$ cat src/rtl/bse_pkg.sv
// Shared types, constants and helper functions of the Burning Ship escape-time engine.
`default_nettype none

package bse_pkg;

   localparam int FRAC_BITS  = 24;
   localparam int COORD_W    = 10;
   localparam int COUNT_W    = 16;
   localparam int STEP_W     = 31;
   localparam int WORD_W     = 32;
   localparam int PROD_W     = 64;
   localparam int WIDE_W     = 48;
   localparam int CSR_ADDR_W = 5;

   localparam logic [PROD_W-1:0] ESCAPE_LIMIT = 64'd1 << (2 * FRAC_BITS + 4);

   typedef enum logic [2:0] {
      REG_X_ORIGIN = 3'd0,
      REG_Y_ORIGIN = 3'd1,
      REG_X_STEP   = 3'd2,
      REG_Y_STEP   = 3'd3,
      REG_MAX_ITER = 3'd4
   } reg_index_type;

   typedef enum logic [9:0] {
      ST_IDLE   = 10'b00_0000_0001,
      ST_MUL_CX = 10'b00_0000_0010,
      ST_MUL_CY = 10'b00_0000_0100,
      ST_INIT   = 10'b00_0000_1000,
      ST_UPDATE = 10'b00_0001_0000,
      ST_MUL_AA = 10'b00_0010_0000,
      ST_MUL_BB = 10'b00_0100_0000,
      ST_MUL_AB = 10'b00_1000_0000,
      ST_CHECK  = 10'b01_0000_0000,
      ST_DONE   = 10'b10_0000_0000
   } state_type;

   function automatic logic signed [WORD_W-1:0] sat_word(input logic signed [WIDE_W-1:0] v);
      logic signed [WIDE_W-1:0] hi;
      logic signed [WIDE_W-1:0] lo;
      hi = WIDE_W'(signed'(33'sd2147483647));
      lo = -WIDE_W'(signed'(33'sd2147483648));
      if (v > hi) begin
         sat_word = {1'b0, {(WORD_W-1){1'b1}}};
      end else if (v < lo) begin
         sat_word = {1'b1, {(WORD_W-1){1'b0}}};
      end else begin
         sat_word = v[WORD_W-1:0];
      end
   endfunction

   function automatic logic signed [WIDE_W-1:0] abs_wide(input logic signed [WIDE_W-1:0] v);
      abs_wide = v[WIDE_W-1] ? -v : v;
   endfunction

endpackage

`default_nettype wire

$ cat src/rtl/burning_ship_escape_time.sv
// Top level of the Burning Ship escape-time engine with its register port and sequencer.
`default_nettype none

// One transaction carries a pixel coordinate and returns its iteration count, an escaped
// flag and the echoed coordinate. All products go through one shared 32 by 32 signed
// multiplier. After a pixel is taken, the point is formed in MUL_CX, MUL_CY and INIT, and
// each round runs through UPDATE, MUL_AA, MUL_BB, MUL_AB and CHECK. When the point does
// not escape, a final limit check in UPDATE ends the rounds, with rounds at most max_iter.
// The result is handed over in DONE, and the next pixel can be taken once the sequencer
// is back in IDLE. The input is stalled while the sequencer is out of IDLE. A finished
// result waits in the output register while the next transaction is taken, and a second
// result waits in the sequencer until that register is free.
module burning_ship_escape_time
   import bse_pkg::*;
(
   input  wire logic                  clock,
   input  wire logic                  reset,
   input  wire logic                  req_valid,
   output logic                       req_stall,
   input  wire logic [COORD_W-1:0]    req_pixel_col,
   input  wire logic [COORD_W-1:0]    req_pixel_row,
   output logic                       rsp_valid,
   input  wire logic                  rsp_stall,
   output logic [COUNT_W-1:0]         rsp_iter_count,
   output logic                       rsp_escaped,
   output logic [COORD_W-1:0]         rsp_out_col,
   output logic [COORD_W-1:0]         rsp_out_row,
   input  wire logic                  psel,
   input  wire logic                  penable,
   input  wire logic                  pwrite,
   input  wire logic [CSR_ADDR_W-1:0] paddr,
   input  wire logic [WORD_W-1:0]     pwdata,
   output logic [WORD_W-1:0]          prdata,
   output logic                       pready
);

   state_type                 state_ff, state_in;
   logic signed [WORD_W-1:0]  xorg_ff, xorg_in, yorg_ff, yorg_in;
   logic [STEP_W-1:0]         xstep_ff, xstep_in, ystep_ff, ystep_in;
   logic [COUNT_W-1:0]        maxit_ff, maxit_in;
   logic [COORD_W-1:0]        col_ff, col_in, row_ff, row_in;
   logic signed [WORD_W-1:0]  cx_ff, cx_in, cy_ff, cy_in;
   logic signed [WORD_W-1:0]  a_ff, a_in, b_ff, b_in;
   logic signed [PROD_W-1:0]  p_ff, p_in, aa_ff, aa_in, bb_ff, bb_in, ab_ff, ab_in;
   logic [COUNT_W-1:0]        n_ff, n_in;
   logic                      esc_ff, esc_in;
   logic                      rsp_valid_ff, rsp_valid_in;
   logic [COUNT_W-1:0]        rsp_count_ff, rsp_count_in;
   logic                      rsp_esc_ff, rsp_esc_in;
   logic [COORD_W-1:0]        rsp_col_ff, rsp_col_in, rsp_row_ff, rsp_row_in;

   logic                      cfg_write;
   logic                      req_take;
   logic                      rsp_free;
   logic signed [WORD_W-1:0]  mul_x, mul_y;
   logic signed [WIDE_W-1:0]  prod_wide, aa_sh, bb_sh, ab_sh, re_sum, im_sum;
   logic [PROD_W-1:0]         mag_sum;

   assign pready    = 1'b1;
   assign cfg_write = psel && penable && pwrite && pready;
   assign req_stall = (state_ff != ST_IDLE);
   assign req_take  = req_valid && !req_stall;
   assign rsp_free  = !rsp_valid_ff || !rsp_stall;

   assign rsp_valid      = rsp_valid_ff;
   assign rsp_iter_count = rsp_count_ff;
   assign rsp_escaped    = rsp_esc_ff;
   assign rsp_out_col    = rsp_col_ff;
   assign rsp_out_row    = rsp_row_ff;

   always_comb begin
      case (paddr[4:2])
         REG_X_ORIGIN: prdata = xorg_ff;
         REG_Y_ORIGIN: prdata = yorg_ff;
         REG_X_STEP:   prdata = {1'b0, xstep_ff};
         REG_Y_STEP:   prdata = {1'b0, ystep_ff};
         REG_MAX_ITER: prdata = {{(WORD_W-COUNT_W){1'b0}}, maxit_ff};
         default:      prdata = '0;
      endcase
   end

   always_comb begin
      case (state_ff)
         ST_MUL_CX: begin
            mul_x = {{(WORD_W-COORD_W){1'b0}}, col_ff};
            mul_y = {1'b0, xstep_ff};
         end
         ST_MUL_CY: begin
            mul_x = {{(WORD_W-COORD_W){1'b0}}, row_ff};
            mul_y = {1'b0, ystep_ff};
         end
         ST_MUL_AA: begin
            mul_x = a_ff;
            mul_y = a_ff;
         end
         ST_MUL_BB: begin
            mul_x = b_ff;
            mul_y = b_ff;
         end
         ST_MUL_AB: begin
            mul_x = a_ff;
            mul_y = b_ff;
         end
         default: begin
            mul_x = '0;
            mul_y = '0;
         end
      endcase
   end

   assign p_in      = mul_x * mul_y;
   assign prod_wide = p_ff[WIDE_W-1:0];
   assign aa_sh     = WIDE_W'(aa_ff[PROD_W-1:FRAC_BITS]);
   assign bb_sh     = WIDE_W'(bb_ff[PROD_W-1:FRAC_BITS]);
   assign ab_sh     = WIDE_W'(signed'(ab_ff[PROD_W-1:FRAC_BITS-1]));
   assign re_sum    = abs_wide(aa_sh - bb_sh + WIDE_W'(cx_ff));
   assign im_sum    = abs_wide(ab_sh) + WIDE_W'(cy_ff);
   assign mag_sum   = {1'b0, aa_ff[PROD_W-2:0]} + {1'b0, bb_ff[PROD_W-2:0]};

   always_comb begin
      xorg_in  = xorg_ff;
      yorg_in  = yorg_ff;
      xstep_in = xstep_ff;
      ystep_in = ystep_ff;
      maxit_in = maxit_ff;
      if (cfg_write) begin
         case (paddr[4:2])
            REG_X_ORIGIN: xorg_in  = pwdata;
            REG_Y_ORIGIN: yorg_in  = pwdata;
            REG_X_STEP:   xstep_in = pwdata[STEP_W-1:0];
            REG_Y_STEP:   ystep_in = pwdata[STEP_W-1:0];
            REG_MAX_ITER: maxit_in = pwdata[COUNT_W-1:0];
            default: begin
            end
         endcase
      end
   end

   always_comb begin
      state_in     = state_ff;
      col_in       = col_ff;
      row_in       = row_ff;
      cx_in        = cx_ff;
      cy_in        = cy_ff;
      a_in         = a_ff;
      b_in         = b_ff;
      aa_in        = aa_ff;
      bb_in        = bb_ff;
      ab_in        = ab_ff;
      n_in         = n_ff;
      esc_in       = esc_ff;
      rsp_valid_in = rsp_valid_ff && rsp_stall;
      rsp_count_in = rsp_count_ff;
      rsp_esc_in   = rsp_esc_ff;
      rsp_col_in   = rsp_col_ff;
      rsp_row_in   = rsp_row_ff;
      case (state_ff)
         ST_IDLE: begin
            if (req_take) begin
               col_in   = req_pixel_col;
               row_in   = req_pixel_row;
               state_in = ST_MUL_CX;
            end
         end
         ST_MUL_CX: begin
            state_in = ST_MUL_CY;
         end
         ST_MUL_CY: begin
            cx_in    = sat_word(WIDE_W'(xorg_ff) + prod_wide);
            state_in = ST_INIT;
         end
         ST_INIT: begin
            cy_in    = sat_word(WIDE_W'(yorg_ff) + prod_wide);
            aa_in    = '0;
            bb_in    = '0;
            ab_in    = '0;
            n_in     = '0;
            state_in = ST_UPDATE;
         end
         ST_UPDATE: begin
            if (n_ff >= maxit_ff) begin
               esc_in   = 1'b0;
               state_in = ST_DONE;
            end else begin
               a_in     = sat_word(re_sum);
               b_in     = sat_word(im_sum);
               state_in = ST_MUL_AA;
            end
         end
         ST_MUL_AA: begin
            state_in = ST_MUL_BB;
         end
         ST_MUL_BB: begin
            aa_in    = p_ff;
            state_in = ST_MUL_AB;
         end
         ST_MUL_AB: begin
            bb_in    = p_ff;
            state_in = ST_CHECK;
         end
         ST_CHECK: begin
            ab_in = p_ff;
            if (mag_sum > ESCAPE_LIMIT) begin
               esc_in   = 1'b1;
               state_in = ST_DONE;
            end else begin
               n_in     = n_ff + 1'b1;
               state_in = ST_UPDATE;
            end
         end
         ST_DONE: begin
            if (rsp_free) begin
               rsp_valid_in = 1'b1;
               rsp_count_in = n_ff;
               rsp_esc_in   = esc_ff;
               rsp_col_in   = col_ff;
               rsp_row_in   = row_ff;
               state_in     = ST_IDLE;
            end
         end
         default: begin
            state_in = ST_IDLE;
         end
      endcase
   end

   always_ff @(posedge clock) begin
      if (reset) begin
         state_ff     <= ST_IDLE;
         rsp_valid_ff <= 1'b0;
         xorg_ff      <= -32'sd33554432;
         yorg_ff      <= -32'sd33554432;
         xstep_ff     <= 31'd65536;
         ystep_ff     <= 31'd65536;
         maxit_ff     <= 16'd256;
      end else begin
         state_ff     <= state_in;
         rsp_valid_ff <= rsp_valid_in;
         xorg_ff      <= xorg_in;
         yorg_ff      <= yorg_in;
         xstep_ff     <= xstep_in;
         ystep_ff     <= ystep_in;
         maxit_ff     <= maxit_in;
      end
   end

   always_ff @(posedge clock) begin
      col_ff       <= col_in;
      row_ff       <= row_in;
      cx_ff        <= cx_in;
      cy_ff        <= cy_in;
      a_ff         <= a_in;
      b_ff         <= b_in;
      p_ff         <= p_in;
      aa_ff        <= aa_in;
      bb_ff        <= bb_in;
      ab_ff        <= ab_in;
      n_ff         <= n_in;
      esc_ff       <= esc_in;
      rsp_count_ff <= rsp_count_in;
      rsp_esc_ff   <= rsp_esc_in;
      rsp_col_ff   <= rsp_col_in;
      rsp_row_ff   <= rsp_row_in;
   end

endmodule

`default_nettype wire
$ cat config.mk
export PLATFORM = sky130hd
export DESIGN_NAME = burning_ship_escape_time
export DESIGN_NICKNAME = d
export VERILOG_FILES = /design/src/rtl/bse_pkg.sv /design/src/rtl/burning_ship_escape_time.sv
export SDC_FILE = /design/constraint.sdc
export NUM_CORES = 2
export LEC_CHECK = 0
export ABC_AREA = 1
export BUFFER_PORTS_ARGS = -buffer_cell sky130_fd_sc_hd__buf_2
export CAP_MARGIN = 20
export CORE_MARGIN = 10
export CORE_UTILIZATION = 25
export CTS_CLUSTER_DIAMETER = 40
export DETAILED_ROUTE_END_ITERATION = 16
export PLACE_DENSITY = 0.39
export SLEW_MARGIN = 10
export SYNTH_ARGS = -nofsm -noshare
export SYNTH_HDL_FRONTEND = slang
export SYNTH_SLANG_ARGS = --single-unit
export TNS_END_PERCENT = 20
$ cat constraint.sdc
create_clock -name clock -period 11 [get_ports clock]
set_input_delay 1.1 -clock clock [delete_from_list [all_inputs] [get_ports clock]]
set_output_delay 1.1 -clock clock [all_outputs]
set_load 0.005 [all_outputs]
==> flow_summary.toml <==
[outcome]
status = "complete, no violations"

[detailed_routing]
drt_iter0_drc = 5331
viasPerCell = 4.776
antenna_left = 0
drt_wl_total_um = 369700
num_vias = 71220
dr.pass1.iters = 7
drc = 0
wire_per_inst_um = 24.79

[pwr]
p_per_area_mw_per_mm2 = 66.24
ir_drop_mv = 0.1313
leakage_nw = 42.42

[min_path]
hold_end = "rsp_escaped"
holdCritStartpoint = "esc_ff"
hp-class = "reg2reg"
holdPathStages = 0

[sta]
rsz0062_at_grt = "false"
setup_viol = 0
timing.final.crit_share_pct = 95.90
finalMaxSlewViolations = 0
fin_tns_setup_ns = 0
maxSlewHeadroom_pct = 13.10
fmaxAchievable_mhz = 94.79
holdWs_ns = 0.4699
finalHoldViolCount = 0
worst_pin_slew_ns = 1.299
finClkSkew_ns = 0.1157
post-route-min-period_ns = 10.55

[floorplan]
start_util_pct = 25.10
pin_count = 136
num_rows = 207
core-area_mm2 = 0.3181
die_y_um = 585.1
fp.dieW_um = 585.1
die-area_mm2 = 0.3423

[synth]
async_reset_ff_share_pct = 0
synth_seq_cells = 588
ys.flop_type = "edfxtp_1"
syn_area_per_cell_um2 = 7.665
syn_area_mm2 = 0.07983
syn_inst = 10414
synth-edff-count = 371
yosysWarningCount = 0
seq_area_frac_synth_pct = 19.40
synth.distinct_cells = 61

[run]
drv_cap = 0

[clock_network]
clock_path_buffers = 3
path_clk_slew_ns = 0.06
cts_hold_buf = 0
cts_buffers = 99
cts.htree.levels = 3
cts_root_buf = "clkbuf_16"
cts_tree = "built"
cts.sinks = 588
clk_latency_ns = 0.80

[setup_path]
cp_max_fo = 27
rr_endpoint = "p_ff[57]"
crit_top_cell = "fa_1"
crit_arrival_ns = 11.19
required_ns = 11.64
r2r_cells = 36
path_class = "reg2reg"
slowest_delay_ns = 0.68
r2r_slack_ns = 0.45
r2r-start = "state_ff[9]"
cp-start-kind = "register"
worst_path_max_delay_cell = "inv_1"
cp-end-kind = "register"

[placed_design]
gp_congestion = 0.9822
portBuffers = 132
dpl.hpwl_um = 315700

[layout]
ff_latch_area_mm2 = 0.01548
nFillCells = 34848
area_delta_synth_final_pct = 13.04
drive_above_1_share_pct = 5.917
final_cell_mix = "nand2_1, inv_1, nor2_1"
multi_input_area_mm2 = 0.05585
layout.nets = 12203
layout_commonest_cell = "nand2_1"

[global_route]
grt_start_max_net_pins = 75
grt_pass1_vias = 73779
antenna_found_initial = 42
overflow = 0
grt_pass1_wl_um = 528000
gr-usage-all-layers_pct = 21.10
==> routing by layer <==
| layer | track usage, % | vias to the layer above | share of wire [%] |
|---|---|---|---|
| met5 | 0 | - | 0.0087 |
| met4 | 11.51 | 4 | 6.2 |
| met3 | 2.225 | 508 | 4.7 |
| met2 | 35.37 | 2100 | 47 |
| met1 | 26.65 | 35812 | 42 |
| li1 | - | 32796 | - |
==> timing repair <==
action                                  CTS  global route
setup buffers                             0             0
endpoints found under the setup margin    0             5
endpoints found under the hold margin     0             0
resized for setup                         0             1
==> report_power, final <==
group | total, W | internal [W] | switching (W)
sequential | 0.00237 | 0.00235 | 0.0000205
combinational | 0.000349 | 0.0000942 | 0.000255
clock | 0.00326 | 0.00193 | 0.00134
==> registers in the layout (all words and copies together) (netlist names), 41 cells and up <==
signal	count
p_ff	64
ab_ff	41
bb_ff	64
aa_ff	64
==> synth_stat cells, drive strengths merged, types with 29 or more instances <==
library cell	n	area (um2)
nand3	319	1627
nand2	2049	7729
clkbuf	234	878.3
nand4	84	531.8
a31oi	45	281.5
nor2	1598	6038
nor3	89	445.4
ha	488	6106
o22ai	56	375.4
edfxtp	371	11140
inv	1993	7481
o21a	79	593.1
xnor2	131	1147
xor2	203	1785
dfxtp	217	4344
a21oi	587	2938
buf	73	365.4
fa	1088	21780
o21ai	412	2062
nor4	29	187.7
==> stage by stage <==
stage / total power (W) / setup WS (ns) / util (%) / area (um2) / cells
final: 0.005977 / 0.4506 / 28.37 / 90240 / 14913
after global routing: 0.006158 / 0.03112 / 28.36 / 90210 / 14904
after CTS: 0.006024 / 0.09965 / 28.28 / 89930 / 14823
after detailed placement: 0.002756 / 0.2327 / 27.17 / 86410 / 14638
after global placement: 0.002756 / 0.2855 / 27.17 / 86410 / 14638
after floorplan: 0.002599 / 1.631 / - / 79850 / 10420
==> layout make-up <==
class                           count  area share [%]
Multi-Input combinational cell   7515           61.90
Clock buffer                      111           2.867
Timing Repair Buffer              349           2.640
Tap cell                         4180           5.796
Inverter                         2010           8.368
Sequential cell                   588           17.16
Clock inverter                     74           1.032
Antenna cell                       86          0.2385
==> worst max-delay path by stage <==
| stage | start | endpoint | slack (ns) | depth (start not counted) |
|---|---|---|---|---|
| floorplan | state_ff[4] | p_ff[60] | 1.63 | 34 |
| global placement | state_ff[9] | p_ff[57] | 0.29 | 35 |
| detailed placement | state_ff[9] | p_ff[57] | 0.23 | 35 |
| CTS | state_ff[9] | p_ff[57] | 0.1 | 35 |
| global route | state_ff[9] | p_ff[57] | 0.03 | 34 |
| finish | state_ff[9] | p_ff[57] | 0.45 | 36 |
==> critical path, delay by kind of cell (launching register included) <==
family	cells	cell delay (ns)
flops	1	0.34
xor+xnor	1	0.14
fa+ha+maj	9	3.96
compound gates	9	2.16
buf+inv	9	2.12
simple gates	8	1.58
==> kinds of logic after synthesis <==
logic type	count (synthesis)	synth area share (%)
simple gates	4230	21.28
flops	588	19.40
other cells	2	0.009408
xor+xnor	334	3.674
buf+inv	2317	11.01
fa+ha+maj	1576	34.93
compound gates	1367	9.694
No activity file was read; power rests on OpenSTA's default activity.
